## src/rtl/core/llcqa_pkg.sv

```systemverilog
package llcqa_pkg;

	typedef enum logic [1:0] {
		SEQ_IDLE,
		SEQ_SCAN,
		SEQ_UPDATE,
		SEQ_DONE
	} seq_state_t;

	localparam logic [1:0] MODE_LEAST  = 2'd0;
	localparam logic [1:0] MODE_ASSIGN = 2'd1;
	localparam logic [1:0] MODE_REMOVE = 2'd2;
	localparam logic [1:0] MODE_UNUSED = 2'd3;

	localparam logic [1:0] STATUS_OK    = 2'd0;
	localparam logic [1:0] STATUS_RANGE = 2'd1;
	localparam logic [1:0] STATUS_ZERO  = 2'd2;
	localparam logic [1:0] STATUS_FULL  = 2'd3;

	localparam logic REG_RANGE_FIRST = 1'b0;
	localparam logic REG_RANGE_LAST  = 1'b1;

	localparam int CPU_FIELD_W   = 6;
	localparam int COUNT_FIELD_W = 10;

endpackage

```

## src/rtl/core/llcqa_ram.sv

```systemverilog
module llcqa_ram #(
	parameter int WIDTH = 10,
	parameter int DEPTH = 64
) (
	input  logic                     clk,
	input  logic                     we,
	input  logic [$clog2(DEPTH)-1:0] waddr,
	input  logic [WIDTH-1:0]         wdata,
	input  logic                     re,
	input  logic [$clog2(DEPTH)-1:0] raddr,
	output logic [WIDTH-1:0]         rdata
);

	logic [WIDTH-1:0] mem_q [DEPTH];

	always_ff @(posedge clk) begin
		if (we) begin
			mem_q[waddr] <= wdata;
		end
		if (re) begin
			rdata <= mem_q[raddr];
		end
	end

endmodule

```

## src/rtl/core/least_loaded_cpu_queue_assigner_top.sv

```systemverilog
// Balanced assign scans every counter in the range, then updates the least loaded one.
// Named assign or remove reads one counter, then updates it; rejected words go straight to the result.
// One word in flight; the scan reads one counter per cycle through a single RAM read port.
// A new word is taken only once the previous result has moved into the output register.
// Reset clears the per-CPU valid bits, so every count reads as zero; range resets to 0..63.
module least_loaded_cpu_queue_assigner_top #(
	parameter int CPU_COUNT          = 64,
	parameter int MAX_QUEUES_PER_CPU = 1023
) (
	input  logic        clk,
	input  logic        arst_n,
	input  logic        in_valid,
	output logic        in_ready,
	input  logic [1:0]  mode,
	input  logic [5:0]  cpu_number,
	output logic        out_valid,
	input  logic        out_ready,
	output logic [5:0]  chosen_cpu,
	output logic [9:0]  new_count,
	output logic [1:0]  status,
	input  logic        psel,
	input  logic        penable,
	input  logic        pwrite,
	input  logic [2:0]  paddr,
	input  logic [31:0] pwdata,
	output logic [31:0] prdata,
	output logic        pready
);

	import llcqa_pkg::*;

	localparam int CPU_W = $clog2(CPU_COUNT);
	localparam int CNT_W = $clog2(MAX_QUEUES_PER_CPU + 1);
	localparam int IW    = (CPU_W > CPU_FIELD_W) ? CPU_W + 1 : CPU_FIELD_W + 1;
	localparam logic [IW-1:0]    LAST_CPU  = IW'(CPU_COUNT - 1);
	localparam logic [IW-1:0]    CPU_LIMIT = IW'(CPU_COUNT);
	localparam logic [CNT_W-1:0] CNT_MAX   = CNT_W'(MAX_QUEUES_PER_CPU);

	seq_state_t state_q, state_d;

	logic [5:0]           range_first_q, range_last_q;
	logic [CPU_COUNT-1:0] valid_q;
	logic [1:0]           mode_q;
	logic [CPU_W-1:0]     idx_q, end_q, best_q;
	logic [CNT_W-1:0]     best_cnt_q;
	logic                 first_q, rdv_q;
	logic [5:0]           res_cpu_q;
	logic [9:0]           res_cnt_q;
	logic [1:0]           res_st_q;
	logic                 out_valid_q;
	logic [5:0]           out_cpu_q;
	logic [9:0]           out_cnt_q;
	logic [1:0]           out_st_q;

	logic                 cfg_we, in_fire, out_free;
	logic [IW-1:0]        first_ext, last_ext, eff_last, cpu_ext;
	logic                 range_empty, target_in_span, named_ok;
	logic [CPU_W-1:0]     first_idx, eff_last_idx, cpu_idx;
	logic                 ram_re, ram_we;
	logic [CPU_W-1:0]     ram_raddr;
	logic [CNT_W-1:0]     ram_rdata, cur_cnt, upd_cnt;
	logic                 take, inc, upd_ok;
	logic [CPU_W+5:0]     best_wide;
	logic [CNT_W+9:0]     cnt_wide;

	// configuration port
	assign pready = 1'b1;
	assign cfg_we = psel && penable && pwrite;

	always_ff @(posedge clk or negedge arst_n) begin
		if (!arst_n) begin
			range_first_q <= 6'd0;
			range_last_q  <= 6'd63;
		end else if (cfg_we) begin
			if (paddr[2] == REG_RANGE_FIRST) begin
				range_first_q <= pwdata[5:0];
			end else begin
				range_last_q <= pwdata[5:0];
			end
		end
	end

	always_comb begin
		if (paddr[2] == REG_RANGE_LAST) begin
			prdata = {26'd0, range_last_q};
		end else begin
			prdata = {26'd0, range_first_q};
		end
	end

	// range decode
	assign first_ext    = IW'(range_first_q);
	assign last_ext     = IW'(range_last_q);
	assign eff_last     = (last_ext > LAST_CPU) ? LAST_CPU : last_ext;
	assign cpu_ext      = IW'(cpu_number);
	assign range_empty  = first_ext > eff_last;
	assign target_in_span = (cpu_ext >= first_ext) && (cpu_ext <= eff_last) &&
		(cpu_ext < CPU_LIMIT);
	assign named_ok     = (mode != MODE_LEAST) && (mode != MODE_UNUSED) && target_in_span;
	assign first_idx    = first_ext[CPU_W-1:0];
	assign eff_last_idx = eff_last[CPU_W-1:0];
	assign cpu_idx      = cpu_ext[CPU_W-1:0];

	assign in_ready = (state_q == SEQ_IDLE);
	assign in_fire  = in_valid && in_ready;
	assign out_free = !out_valid_q || out_ready;

	// shared compare and step unit
	assign cur_cnt = rdv_q ? ram_rdata : '0;
	assign take    = first_q || (cur_cnt < best_cnt_q);
	assign inc     = (mode_q != MODE_REMOVE);
	assign upd_ok  = inc ? (best_cnt_q != CNT_MAX) : (best_cnt_q != '0);
	assign upd_cnt = inc ? best_cnt_q + 1'b1 : best_cnt_q - 1'b1;

	assign best_wide = {6'd0, best_q};
	assign cnt_wide  = {10'd0, upd_ok ? upd_cnt : best_cnt_q};

	// next state
	always_comb begin
		state_d = state_q;
		case (state_q)
			SEQ_IDLE: begin
				if (in_fire) begin
					if (mode == MODE_LEAST) begin
						state_d = range_empty ? SEQ_DONE : SEQ_SCAN;
					end else begin
						state_d = named_ok ? SEQ_SCAN : SEQ_DONE;
					end
				end
			end
			SEQ_SCAN: begin
				if (idx_q == end_q) begin
					state_d = SEQ_UPDATE;
				end
			end
			SEQ_UPDATE: state_d = SEQ_DONE;
			SEQ_DONE: begin
				if (out_free) begin
					state_d = SEQ_IDLE;
				end
			end
			default: state_d = SEQ_IDLE;
		endcase
	end

	// sequencer outputs
	always_comb begin
		ram_re    = 1'b0;
		ram_raddr = idx_q + 1'b1;
		ram_we    = 1'b0;
		case (state_q)
			SEQ_IDLE: begin
				ram_raddr = (mode == MODE_LEAST) ? first_idx : cpu_idx;
				ram_re    = in_fire && ((mode == MODE_LEAST) ? !range_empty : named_ok);
			end
			SEQ_SCAN: ram_re = (idx_q != end_q);
			SEQ_UPDATE: ram_we = upd_ok;
			default: ram_re = 1'b0;
		endcase
	end

	llcqa_ram #(
		.WIDTH (CNT_W),
		.DEPTH (CPU_COUNT)
	) u_count_ram (
		.clk   (clk),
		.we    (ram_we),
		.waddr (best_q),
		.wdata (upd_cnt),
		.re    (ram_re),
		.raddr (ram_raddr),
		.rdata (ram_rdata)
	);

	always_ff @(posedge clk or negedge arst_n) begin
		if (!arst_n) begin
			state_q <= SEQ_IDLE;
			valid_q <= '0;
		end else begin
			state_q <= state_d;
			if (ram_we) begin
				valid_q[best_q] <= 1'b1;
			end
		end
	end

	always_ff @(posedge clk) begin
		if (ram_re) begin
			rdv_q <= valid_q[ram_raddr];
		end
		case (state_q)
			SEQ_IDLE: begin
				mode_q  <= mode;
				first_q <= 1'b1;
				if (mode == MODE_LEAST) begin
					idx_q <= first_idx;
					end_q <= eff_last_idx;
				end else begin
					idx_q <= cpu_idx;
					end_q <= cpu_idx;
				end
				res_cpu_q <= (mode == MODE_LEAST) ? 6'd0 : cpu_number;
				res_cnt_q <= 10'd0;
				res_st_q  <= STATUS_RANGE;
			end
			SEQ_SCAN: begin
				first_q <= 1'b0;
				if (take) begin
					best_q     <= idx_q;
					best_cnt_q <= cur_cnt;
				end
				idx_q <= idx_q + 1'b1;
			end
			SEQ_UPDATE: begin
				res_cpu_q <= best_wide[5:0];
				res_cnt_q <= cnt_wide[9:0];
				res_st_q  <= upd_ok ? STATUS_OK : (inc ? STATUS_FULL : STATUS_ZERO);
			end
			default: first_q <= first_q;
		endcase
	end

	// output register
	always_ff @(posedge clk or negedge arst_n) begin
		if (!arst_n) begin
			out_valid_q <= 1'b0;
		end else if (state_q == SEQ_DONE && out_free) begin
			out_valid_q <= 1'b1;
		end else if (out_ready) begin
			out_valid_q <= 1'b0;
		end
	end

	always_ff @(posedge clk) begin
		if (state_q == SEQ_DONE && out_free) begin
			out_cpu_q <= res_cpu_q;
			out_cnt_q <= res_cnt_q;
			out_st_q  <= res_st_q;
		end
	end

	assign out_valid  = out_valid_q;
	assign chosen_cpu = out_cpu_q;
	assign new_count  = out_cnt_q;
	assign status     = out_st_q;

	a_fire_leaves_idle: assert property (@(posedge clk) disable iff (!arst_n)
		in_fire |=> (state_q != SEQ_IDLE))
		else $error("accepted word did not start the sequencer");

	a_scan_bound: assert property (@(posedge clk) disable iff (!arst_n)
		(state_q == SEQ_SCAN) |-> (idx_q <= end_q))
		else $error("scan index ran past the range end");

	a_write_only_update: assert property (@(posedge clk) disable iff (!arst_n)
		ram_we |-> (state_q == SEQ_UPDATE) && $past(state_q == SEQ_SCAN))
		else $error("count written outside the update step");

	a_full_holds_max: assert property (@(posedge clk) disable iff (!arst_n)
		(state_q == SEQ_UPDATE && inc && !upd_ok) |-> (best_cnt_q == CNT_MAX))
		else $error("full status without a full count");

endmodule

```

## config.mk

```make
export PLATFORM = sky130hd
export DESIGN_NAME = least_loaded_cpu_queue_assigner_top
export DESIGN_NICKNAME = d
export VERILOG_FILES = /design/src/rtl/core/llcqa_pkg.sv /design/src/rtl/core/llcqa_ram.sv /design/src/rtl/core/least_loaded_cpu_queue_assigner_top.sv
export SDC_FILE = /design/constraint.sdc
export NUM_CORES = 1
export LEC_CHECK = 0
export BUFFER_PORTS_ARGS = -buffer_cell sky130_fd_sc_hd__buf_2
export CORE_ASPECT_RATIO = 0.6
export CORE_MARGIN = 8
export CORE_UTILIZATION = 62
export CTS_CLUSTER_SIZE = 10
export DETAILED_ROUTE_END_ITERATION = 8
export PLACE_DENSITY_LB_ADDON = 0.3
export SYNTH_ARGS = -nofsm -noshare
export SYNTH_HDL_FRONTEND = slang
export SYNTH_SLANG_ARGS = --single-unit
```

## constraint.sdc

```tcl
create_clock -name clk -period 4.7 [get_ports clk]
set_input_delay 0.705 -clock clk [delete_from_list [all_inputs] [get_ports clk]]
set_output_delay 0.705 -clock clk [all_outputs]
set_load 0.01 [all_outputs]
```

After elaboration in Yosys (flattened, before gate mapping)
Memories as Yosys holds them, arrays and structs flattened. A register that Yosys moved wholly into a read port is not among the register bits.
Cells that the tools add are included.

word-level totals
  bits in registers = 147
  latch bits = 0
  bits in writable memories = 640
  memory bits (read-only) = 0
  bits of input ports = 50
  output and inout bits = 53
  word-level logic and storage cells = 104
  memories kept = 1

operators by class
  $add $sub $neg = 3
  multiply operators = 0
  div/mod/pow operators = 0
  magnitude comparators = 9
  equality and inequality tests = 11
  shift operators = 0
  multiplexer cells = 35
  bitwise operators = 2
  reduce and logical (&&, ||, !) cells = 25

memories
  name               depth  bits a word  read ports  clocked after memory_dff  wr ports  RTL line         text
  u_count_ram.mem_q  64     10           1           1                         1         llcqa_ram.sv:14  logic [WIDTH-1:0] mem_q [DEPTH];

operator list
  operator                 number
  $or A64 B64 Y64          1
  $mux W6                  6
  $mux W10                 3
  $pmux W6 S2              2
  $lt A6 B7 Y1 const B     3
  $pmux W10 S2             1
  $mux W2                  7
  $add A10 B1 Y10 const B  1
  $logic_and A1 B1 Y1      10
  $lt A10 B10 Y1           1
  $mux W1                  10
  $ne A10 B10 Y1 const B   1
  $reduce_bool A10 Y1      1
  $sub A10 B1 Y10 const B  1
  $ne A2 B2 Y1 const B     4
  $pmux W2 S4              1
  $reduce_bool A2 Y1       4
  $add A6 B1 Y6 const B    1
  $bmux W1 S6              1
  $demux W1 S6             1
  $eq A6 B6 Y1             1
  $ge A6 B1 Y1 const B     1
  $ge A6 B6 Y1             1
  $gt A6 B6 Y1             1
  other kinds (14)         21

Depth between registers and ports, before layout
Gate-level depths: netlist of run 1.

  word-level depth = 10
  mapped depth = 14
  gate-level depth less buffers = 11

Modules after synthesis
A second synthesis of run 1 with hierarchy kept.

second synthesis, totals
  cells, all modules = 1772
  area total of the unflattened synthesis = 32920.3 um^2

modules (own cells, without submodules)
  module                               instances  cells an instance  area an instance (um^2)  sequential area each (um^2)
  llcqa_ram                            1          1118               25201.7                  19518.7
  least_loaded_cpu_queue_assigner_top  1          654                7718.7                   4026.4

Worst setup path before layout of run 1
Ideal clock, no wire load.

  kind = register -> register
  from = register mode_q[1]
  to = memory u_count_ram.mem_q[0][7] (data pin)
  setup time = 574 ps
  arrival = 3471 ps
  data required time = 4126 ps
  setup slack = 654 ps
  cell stages (with the launch flop) = 10
  path buffers = 1
  clock period less this slack = 4046 ps
  cells stage by stage = edfxtp_1 > nor2b_1 > clkbuf_1 > ha_1 > a21o_1 > a21oi_1 > o21bai_1 > a21oi_1 > o2bb2ai_1 > xnor2_1

on the way
  longest elaborated chain between the ends = 2

ends and longest elaborated chain
  item                      RTL line                                    text
  from (decl)               least_loaded_cpu_queue_assigner_top.sv:43   logic [1:0] mode_q;
  from (signal assigned)    least_loaded_cpu_queue_assigner_top.sv:193  mode_q <= mode;
  $ne A2 B2 Y1              least_loaded_cpu_queue_assigner_top.sv:111  assign inc = (mode_q != MODE_REMOVE);
  $mux W10                  least_loaded_cpu_queue_assigner_top.sv:113  assign upd_cnt = inc ? best_cnt_q + 1'b1 : best_cnt_q - 1'b1;
  via u_count_ram.wdata[7]  llcqa_ram.sv:8                              input logic [WIDTH-1:0] wdata,
  to (decl)                 llcqa_ram.sv:14

The timed path passes the listed nets, and every way through them passes these cells.

Final worst setup path of run 1
  from = register state_q[0]
  to = register u_count_ram.rdata[8], read port of u_count_ram.mem_q (data pin)

on the way
  longest elaborated chain between the ends = 4
  elaborated cells on any way between the ends = 6
  classes of those cells = eq/ne (1); mux (2); reduce/logical (3)

ends and longest elaborated chain
  item                    RTL line                                                                                text
  from (decl)             least_loaded_cpu_queue_assigner_top.sv:39                                               seq_state_t state_q, state_d;
  from (signal assigned)  least_loaded_cpu_queue_assigner_top.sv:180                                              state_q <= state_d;
  $logic_not A2 Y1        least_loaded_cpu_queue_assigner_top.sv:104, least_loaded_cpu_queue_assigner_top.sv:151
  $logic_and A1 B1 Y1     least_loaded_cpu_queue_assigner_top.sv:105                                              assign in_fire = in_valid && in_ready;
  $logic_and A1 B1 Y1     least_loaded_cpu_queue_assigner_top.sv:154                                              ram_re = in_fire && ((mode == MODE_LEAST) ? !range_empty : named_ok);
  $pmux W1 S2             least_loaded_cpu_queue_assigner_top.sv:151                                              case (state_q)
  to (decl)               llcqa_ram.sv:11                                                                         output logic [WIDTH-1:0] rdata

Parallel ways exist; a longest one is shown, timed or not.
A chain may end at the register's enable or synchronous reset.

==> summary.txt, run 1 <==
Outcome
  – Status: finished, final reports clean

CTS
  – Clock root cell: clkbuf_16
  – Clk pin slew, worst setup/hold paths: 0.06 ns
  – Worst skew pair latency: 0.64 ns
  – Cts repair resizes: 0
  – Number of buffers created by CTS: 89
  – Setup bufs post-CTS: 0
  – CTS tree: built
  – Clock buffer depth: 3
  – Clock Sinks: 797
  – Htree depth: 3
  – CTS Hold Bufs: 0

Synthesis
  – Area leader, netlist: edfxtp_1
  – Async S/R FF share, synth: 9.91%
  – Sequential area share after synthesis: 71.0%
  – Synth top area share: 65.0%
  – Mapped Cells: 2409
  – Yosys reg bits: 797
  – Most frequent cell after synthesis: edfxtp_1
  – Netlist area before placement: 33200 µm²
  – Post-synthesis cell type count: 60
  – Synth warnings: 0
  – Post-synth EDFFs: 718
  – Largest cells by area after synthesis: edfxtp_1, dfrtp_1, nand2_1
  – Average size of a mapped cell: 13.8 µm²
  – Ys flop type: edfxtp_1
  – Synth top cells by count: edfxtp_1, nand2_1, a31oi_1

Critical path
  – Worst endpoint required time: 5.18 ns
  – Flop-to-flop setup slack: 0.53 ns
  – Kind of end point of the critical path: flip-flop
  – Critical Path AT: 4.65 ns
  – Worst R2R Path Depth: 8
  – Maximum fanout along the worst path: 36
  – Classification of the worst setup path: reg2reg
  – RR Startpoint: state_q[0]$_DFFE_PN0P_
  – R2r endpoint: u_count_ram.rdata[8]$_DFFE_PP_
  – Critical Path Source Type: flip-flop

Final layout
  – Area Overhead vs Synth: 12.2%
  – Multi-input gate area: 8800 µm²
  – NumNets Final: 2601
  – Seq. cell area: 23500 µm²
  – Final Cell Area: 37200 µm²
  – Fill count: 3335
  – Antenna Diode Count: 0
  – Layout cells sized above 1: 14.1%

Place
  – DP Area: 34600 µm²
  – Port Buf Inserts: 47
  – Gpl congestion: 0.952
  – DP HPWL: 49.2 mm

Detailed routing
  – WL final: 81.0 mm
  – Router iterations before antenna repair: 8
  – WL/cell: 24.7 µm
  – Number of remaining DRC errors: 0
  – Via density: 6.36
  – Initial DRC Count: 2863
  – DR vias: 20900
  – DRT antenna net count: 0

GRT
  – Grt met2 use: 38.3%
  – Total grt overflow: 0
  – Total global routing track utilization: 25.9%
  – Grt met3 use: 7.16%
  – Busiest layer in global routing: met1
  – Largest net degree at the start of global routing: 139
  – Vias in the first global route: 20200
  – First-pass GRT wire length: 122 mm
  – Initial antenna violation count: 3
  – Met1 Usage GRT: 38.6%

Timing
  – Maximum clock rate: 240 MHz
  – Tmin final: 4.17 ns
  – Final period utilization: 88.7%
  – Final Skew: 0.0256 ns
  – Slew Limit Fails: 0
  – Max-Slew Margin vs Limit: 8.03%
  – Worst-margin pin slew: 1.37 ns
  – RSZ-0062 raised after global routing: no
  – Final setup viols: 0
  – Setup_tns: 0 ns
  – Final hold violation count: 0

Floorplanning
  – IO Pins: 103
  – Chip height: 195 µm
  – Die area: 61400 µm²
  – Die width: 315 µm
  – Initial core utilization: 62.9%
  – Core Area: 52700 µm²
  – Row count: 65

Worst hold path
  – Hold WC Path Type: in2async

Run
  – Max Cap Viol: 0
## cell type report
type	instances	area share, %
sequential	797	63.3
multi-input combinational	1423	23.6
clock buffer	156	6.72
timing repair buffer	157	3.26
tap	703	2.36
inverter	41	0.413
clock inverter	7	0.350
## metal layers
metal | wire length (µm) | vias up
li1 | - | 9170
met1 | 33400 | 10400
met2 | 36100 | 1224
met3 | 10100 | 122
met4 | 1450 | 2
met5 | 13 | -
## cells by family after synthesis
logic type                 share of synthesized area, %
AOI/OAI and AO/OA                                  9.98
xor gates and xnor gates                          0.502
buffers and inverters                              2.99
other                                            0.0226
and+or+nand+nor                                    11.2
adders and majority gates                          1.61
muxes                                              2.68
DFF                                                71.0
## placed cells by master (no fill, tap or decap), types with 22 or more instances in the layout
cell | synthesis | routed
buf_2 | 31 | 46
and2_1 | 85 | 84
clkbuf_1 | 94 | 66
nand3_1 | 32 | 32
o21ai_0 | 31 | 31
nand3b_1 | 29 | 29
or2_2 | 58 | 58
edfxtp_1 | 718 | 718
dfrtp_1 | 73 | 73
nor2_1 | 80 | 79
inv_1 | 38 | 30
a32o_1 | 22 | 22
and2_0 | 60 | 60
conb_1 | 2 | 27
mux2i_1 | 73 | 73
buf_4 | 30 | 99
clkbuf_16 | 0 | 90
a31oi_1 | 134 | 134
a211oi_1 | 133 | 133
ha_1 | 41 | 41
nand2_1 | 411 | 411
a22oi_1 | 44 | 44
## worst max-delay path by stage
| stage | slack [ns] | cells past startpoint | to | startpoint |
|---|---|---|---|---|
| finish | 0.53 | 8 | u_count_ram.rdata[8]$_DFFE_PP_ | state_q[0]$_DFFE_PN0P_ |
| global route | 0.29 | 8 | u_count_ram.rdata[9]$_DFFE_PP_ | state_q[0]$_DFFE_PN0P_ |
| CTS | 0.65 | 8 | u_count_ram.rdata[8]$_DFFE_PP_ | state_q[0]$_DFFE_PN0P_ |
| detailed placement | 0.50 | 12 | rdv_q$_DFFE_PP_ | mode[0] |
| global placement | 0.55 | 12 | rdv_q$_DFFE_PP_ | mode[0] |
| floorplan | 0.65 | 9 | u_count_ram.mem_q[0][7]$_DFFE_PP_ | mode_q[1]$_DFFE_PP_ |
## flip-flops by register name (all words and copies together) (netlist names), 10 cells and up
register	flops
u_count_ram.mem_q	640
valid_q	64
best_cnt_q	10
new_count	10
res_cnt_q	10
u_count_ram.rdata	10
## worst max-delay path, cell delays in order, from the launching register on
cell      delay [ns]
dfrtp_1         0.40
inv_1           0.12
ha_1            0.51
clkinv_1        0.42
mux2i_1         0.56
and2_2          0.98
a221oi_1        0.42
o22ai_1         0.42
a221o_1         0.17
## stage by stage
| stage | hold slack (ns) | cells | utilization, % | setup WS (ns) |
|---|---|---|---|---|
| 6_report | 0.0397 | 3284 | 70.6 | 0.532 |
| 5_1_grt | 0.0581 | 3284 | 70.6 | 0.286 |
| 4_1_cts | 0.0387 | 3284 | 70.6 | 0.646 |
| 2_1_floorplan | 0.400 | 2434 | - | 0.654 |
| 3_5_place_dp | 0.405 | 3121 | 65.6 | 0.495 |
| 3_3_place_gp | 0.403 | 3121 | 65.6 | 0.545 |
Power of run 1 is not shown: default switching activity piles up to over one toggle a cycle in this logic, so the estimate is an artifact.
==> inputs of run 2 (changes only) <==
--- a/config.mk
+++ b/config.mk
@@ -6,7 +6,6 @@
 export NUM_CORES = 1
 export LEC_CHECK = 0
 export BUFFER_PORTS_ARGS = -buffer_cell sky130_fd_sc_hd__buf_2
-export CORE_ASPECT_RATIO = 0.6
 export CORE_MARGIN = 8
 export CORE_UTILIZATION = 62
 export CTS_CLUSTER_SIZE = 10
==> run 2 against run 1 <==
Routed wire length down 3.9%. Critical path depth rose by 4. Maximum frequency up 5.2%. Register-to-register slack improved by 0.21 ns. Clock skew up 0.0054 ns. Hold slack better by 0.11 ns. Final cell count about the same. Non-clock buffer count increased by 13. Global-route usage fell by 0.46 points. Highest routed layer unchanged.
==> summary.txt, run 2 (synthesis gave the netlist of run 1 again) <==
Outcome
  – Status: finished, final reports clean

Place
  – DP HPWL: 46.5 mm (-5.4%)
  – Port Buf Inserts: 47 (unchanged)
  – DP Area: 34700 µm² (+0.23%)
  – Dpl cells: 3119 (-0.064%)
  – Gpl congestion: 0.919 (-3.4%)
  – Place WS: 0.420 ns (-0.0754 ns)

CTS
  – Clock buffer depth: 3 (unchanged)
  – Clock root cell: clkbuf_16
  – Htree depth: 3 (unchanged)
  – Worst skew pair latency: 0.65 ns (about the same)
  – Setup bufs post-CTS: 0 (unchanged)
  – Number of buffers created by CTS: 90 (+1.1%)
  – Clock Sinks: 797 (unchanged)
  – Clk pin slew, worst setup/hold paths: 0.06 ns (about the same)
  – CTS tree: built
  – CTS Hold Bufs: 0 (unchanged)
  – Cts repair resizes: 0 (unchanged)

Critical path
  – Flop-to-flop setup slack: 0.74 ns (+0.21 ns)
  – Critical Path AT: 4.35 ns (-0.30 ns)
  – R2r endpoint: u_count_ram.rdata[6]$_DFFE_PP_
  – Slowest stage cell, crit path: a221oi_1
  – Worst R2R Path Depth: 12 (+4)
  – Crit. path cell count: 12 (+4)
  – Critical Path, Cell by Cell: inv_1 -> ha_1 -> buf_4 -> nor2b_1 -> a21o_4 -> buf_4 -> and2_1 -> a211oi_1 -> a31oi_1 -> a221oi_1 -> o22ai_1 -> a221o_1
  – Max incr delay on CP: 0.59 ns (-0.39 ns)
  – Maximum fanout along the worst path: 41 (+14%)
  – CP Capture Point: u_count_ram.rdata[6]$_DFFE_PP_
  – RR Startpoint: state_q[0]$_DFFE_PN0P_
  – Most used cell, CP: buf_4
  – CP delay by family, top: compound AO/OA/AOI/OAI gates
  – Classification of the worst setup path: reg2reg
  – Worst endpoint required time: 5.09 ns (-0.09 ns)
  – Critical Path Source Type: flip-flop
  – CP Buf/Inv Count: 3 (+1)
  – Kind of end point of the critical path: flip-flop
  – Critical Path Start: state_q[0]$_DFFE_PN0P_

Final layout
  – Final Cell Area: 37300 µm² (+0.25%)
  – Fill count: 3353 (+0.54%)
  – Register with the most flip-flops: u_count_ram.mem_q
  – Layout cells sized above 1: 14.6% (+0.52 points)
  – Area Overhead vs Synth: 12.5%
  – Seq. cell area: 23500 µm² (unchanged)
  – Fin cells: 3286 (+0.061%)
  – NumNets Final: 2615 (+0.54%)
  – Largest regs: u_count_ram.mem_q (640), valid_q (64)
  – Most common cell after layout, fill and taps aside: edfxtp_1
  – Highest-count cells in the layout ignoring fill and taps: edfxtp_1, nand2_1, a31oi_1
  – Multi-input gate area: 8800 µm² (unchanged)
  – Antenna Diode Count: 0 (unchanged)
  – Max reg flops: 640 (unchanged)

Timing
  – Max-Slew Margin vs Limit: 15.9% (+7.9 points)
  – Maximum clock rate: 252 MHz (+5.2%)
  – Final Skew: 0.0310 ns (+0.00538 ns)
  – Setup_tns: 0 ns (unchanged)
  – Slew Limit Fails: 0 (unchanged)
  – Final hold violation count: 0 (unchanged)
  – Final setup viols: 0 (unchanged)
  – Setup slack after layout: 0.737 ns (+0.205 ns)
  – Worst-margin pin slew: 1.26 ns (-0.112 ns)
  – Tmin final: 3.96 ns (-0.205 ns)
  – Final period utilization: 84.3% (-4.4 points)
  – RSZ-0062 raised after global routing: no

Floorplanning
  – Core Area: 52800 µm² (+0.11%)
  – IO Pins: 103 (unchanged)
  – Chip height: 247 µm (+27%)
  – Row count: 84 (+29%)
  – Die width: 247 µm (-21%)
  – Die area: 61200 µm² (-0.40%)
  – Initial core utilization: 62.9% (-0.072 points)

Detailed routing
  – Via density: 6.29 (-1.0%)
  – DRT antenna net count: 0 (unchanged)
  – Router iterations before antenna repair: 8 (unchanged)
  – DR vias: 20700 (-0.95%)
  – WL final: 77.9 mm (-3.9%)
  – Number of remaining DRC errors: 0 (unchanged)
  – Initial DRC Count: 2323 (-19%)
  – WL/cell: 23.7 µm (-3.9%)

Worst hold path
  – Hold WC Path Type: in2async

Run
  – Max Cap Viol: 0 (unchanged)

GRT
  – Vias in the first global route: 20400 (+0.91%)
  – Initial antenna violation count: 1 (-2)
  – Total grt overflow: 0 (unchanged)
  – Total global routing track utilization: 25.5% (-0.46 points)
  – Largest net degree at the start of global routing: 116 (-17%)
  – First-pass GRT wire length: 119 mm (-2.9%)
run 2: final cells by class:
type | count | area share, %
Inverter | 41 | 0.412
Sequential cell | 797 | 63.1
Clock inverter | 10 | 0.372
Clock buffer | 157 | 6.71
Multi-Input combinational cell | 1423 | 23.6
Tap cell | 688 | 2.31
Timing Repair Buffer | 170 | 3.51
run 2: how the worst min path moves through the flow:
| stage | end | slack [ns] | startpoint | cells after the start |
|---|---|---|---|---|
| after floorplan | chosen_cpu[0]$_DFFE_PP_ | 0.40 | res_cpu_q[0]$_DFFE_PP_ | 0 |
| after global placement | new_count[3]$_DFFE_PP_ | 0.40 | res_cnt_q[3]$_SDFFCE_PN0P_ | 0 |
| after detailed placement | new_count[7]$_DFFE_PP_ | 0.41 | res_cnt_q[7]$_SDFFCE_PN0P_ | 0 |
| after CTS | valid_q[45]$_DFFE_PN0P_ | 0.15 | arst_n | 1 |
| after global routing | valid_q[45]$_DFFE_PN0P_ | 0.18 | arst_n | 1 |
| final | valid_q[44]$_DFFE_PN0P_ | 0.15 | arst_n | 1 |
run 2: metrics by stage:
stage / util (%) / hold slack (ns)
global placement: 65.7 / 0.401
global route: 70.7 / 0.184
finish: 70.7 / 0.146
floorplan: - / 0.400
detailed placement: 65.7 / 0.406
CTS: 70.7 / 0.146
run 2: worst register-to-register path, cell delays in order, from the launching register on:
cell and delay [ns]:
dfrtp_1 0.40, inv_1 0.11, ha_1 0.33, buf_4 0.30, nor2b_1 0.13, a21o_4 0.38, buf_4 0.38, and2_1 0.23
a211oi_1 0.22, a31oi_1 0.07, a221oi_1 0.59, o22ai_1 0.26, a221o_1 0.31
run 2: layer usage:
metal	vias to the layer above	part of all wire [%]	global-route usage, %
met1	10300	39	33.8
met4	2	3.4	9.63
li1	9177	-	-
met3	181	9.4	5.30
met2	1019	48	41.6
met5	-	0.015	0
Power of run 2 is left out for the same reason.
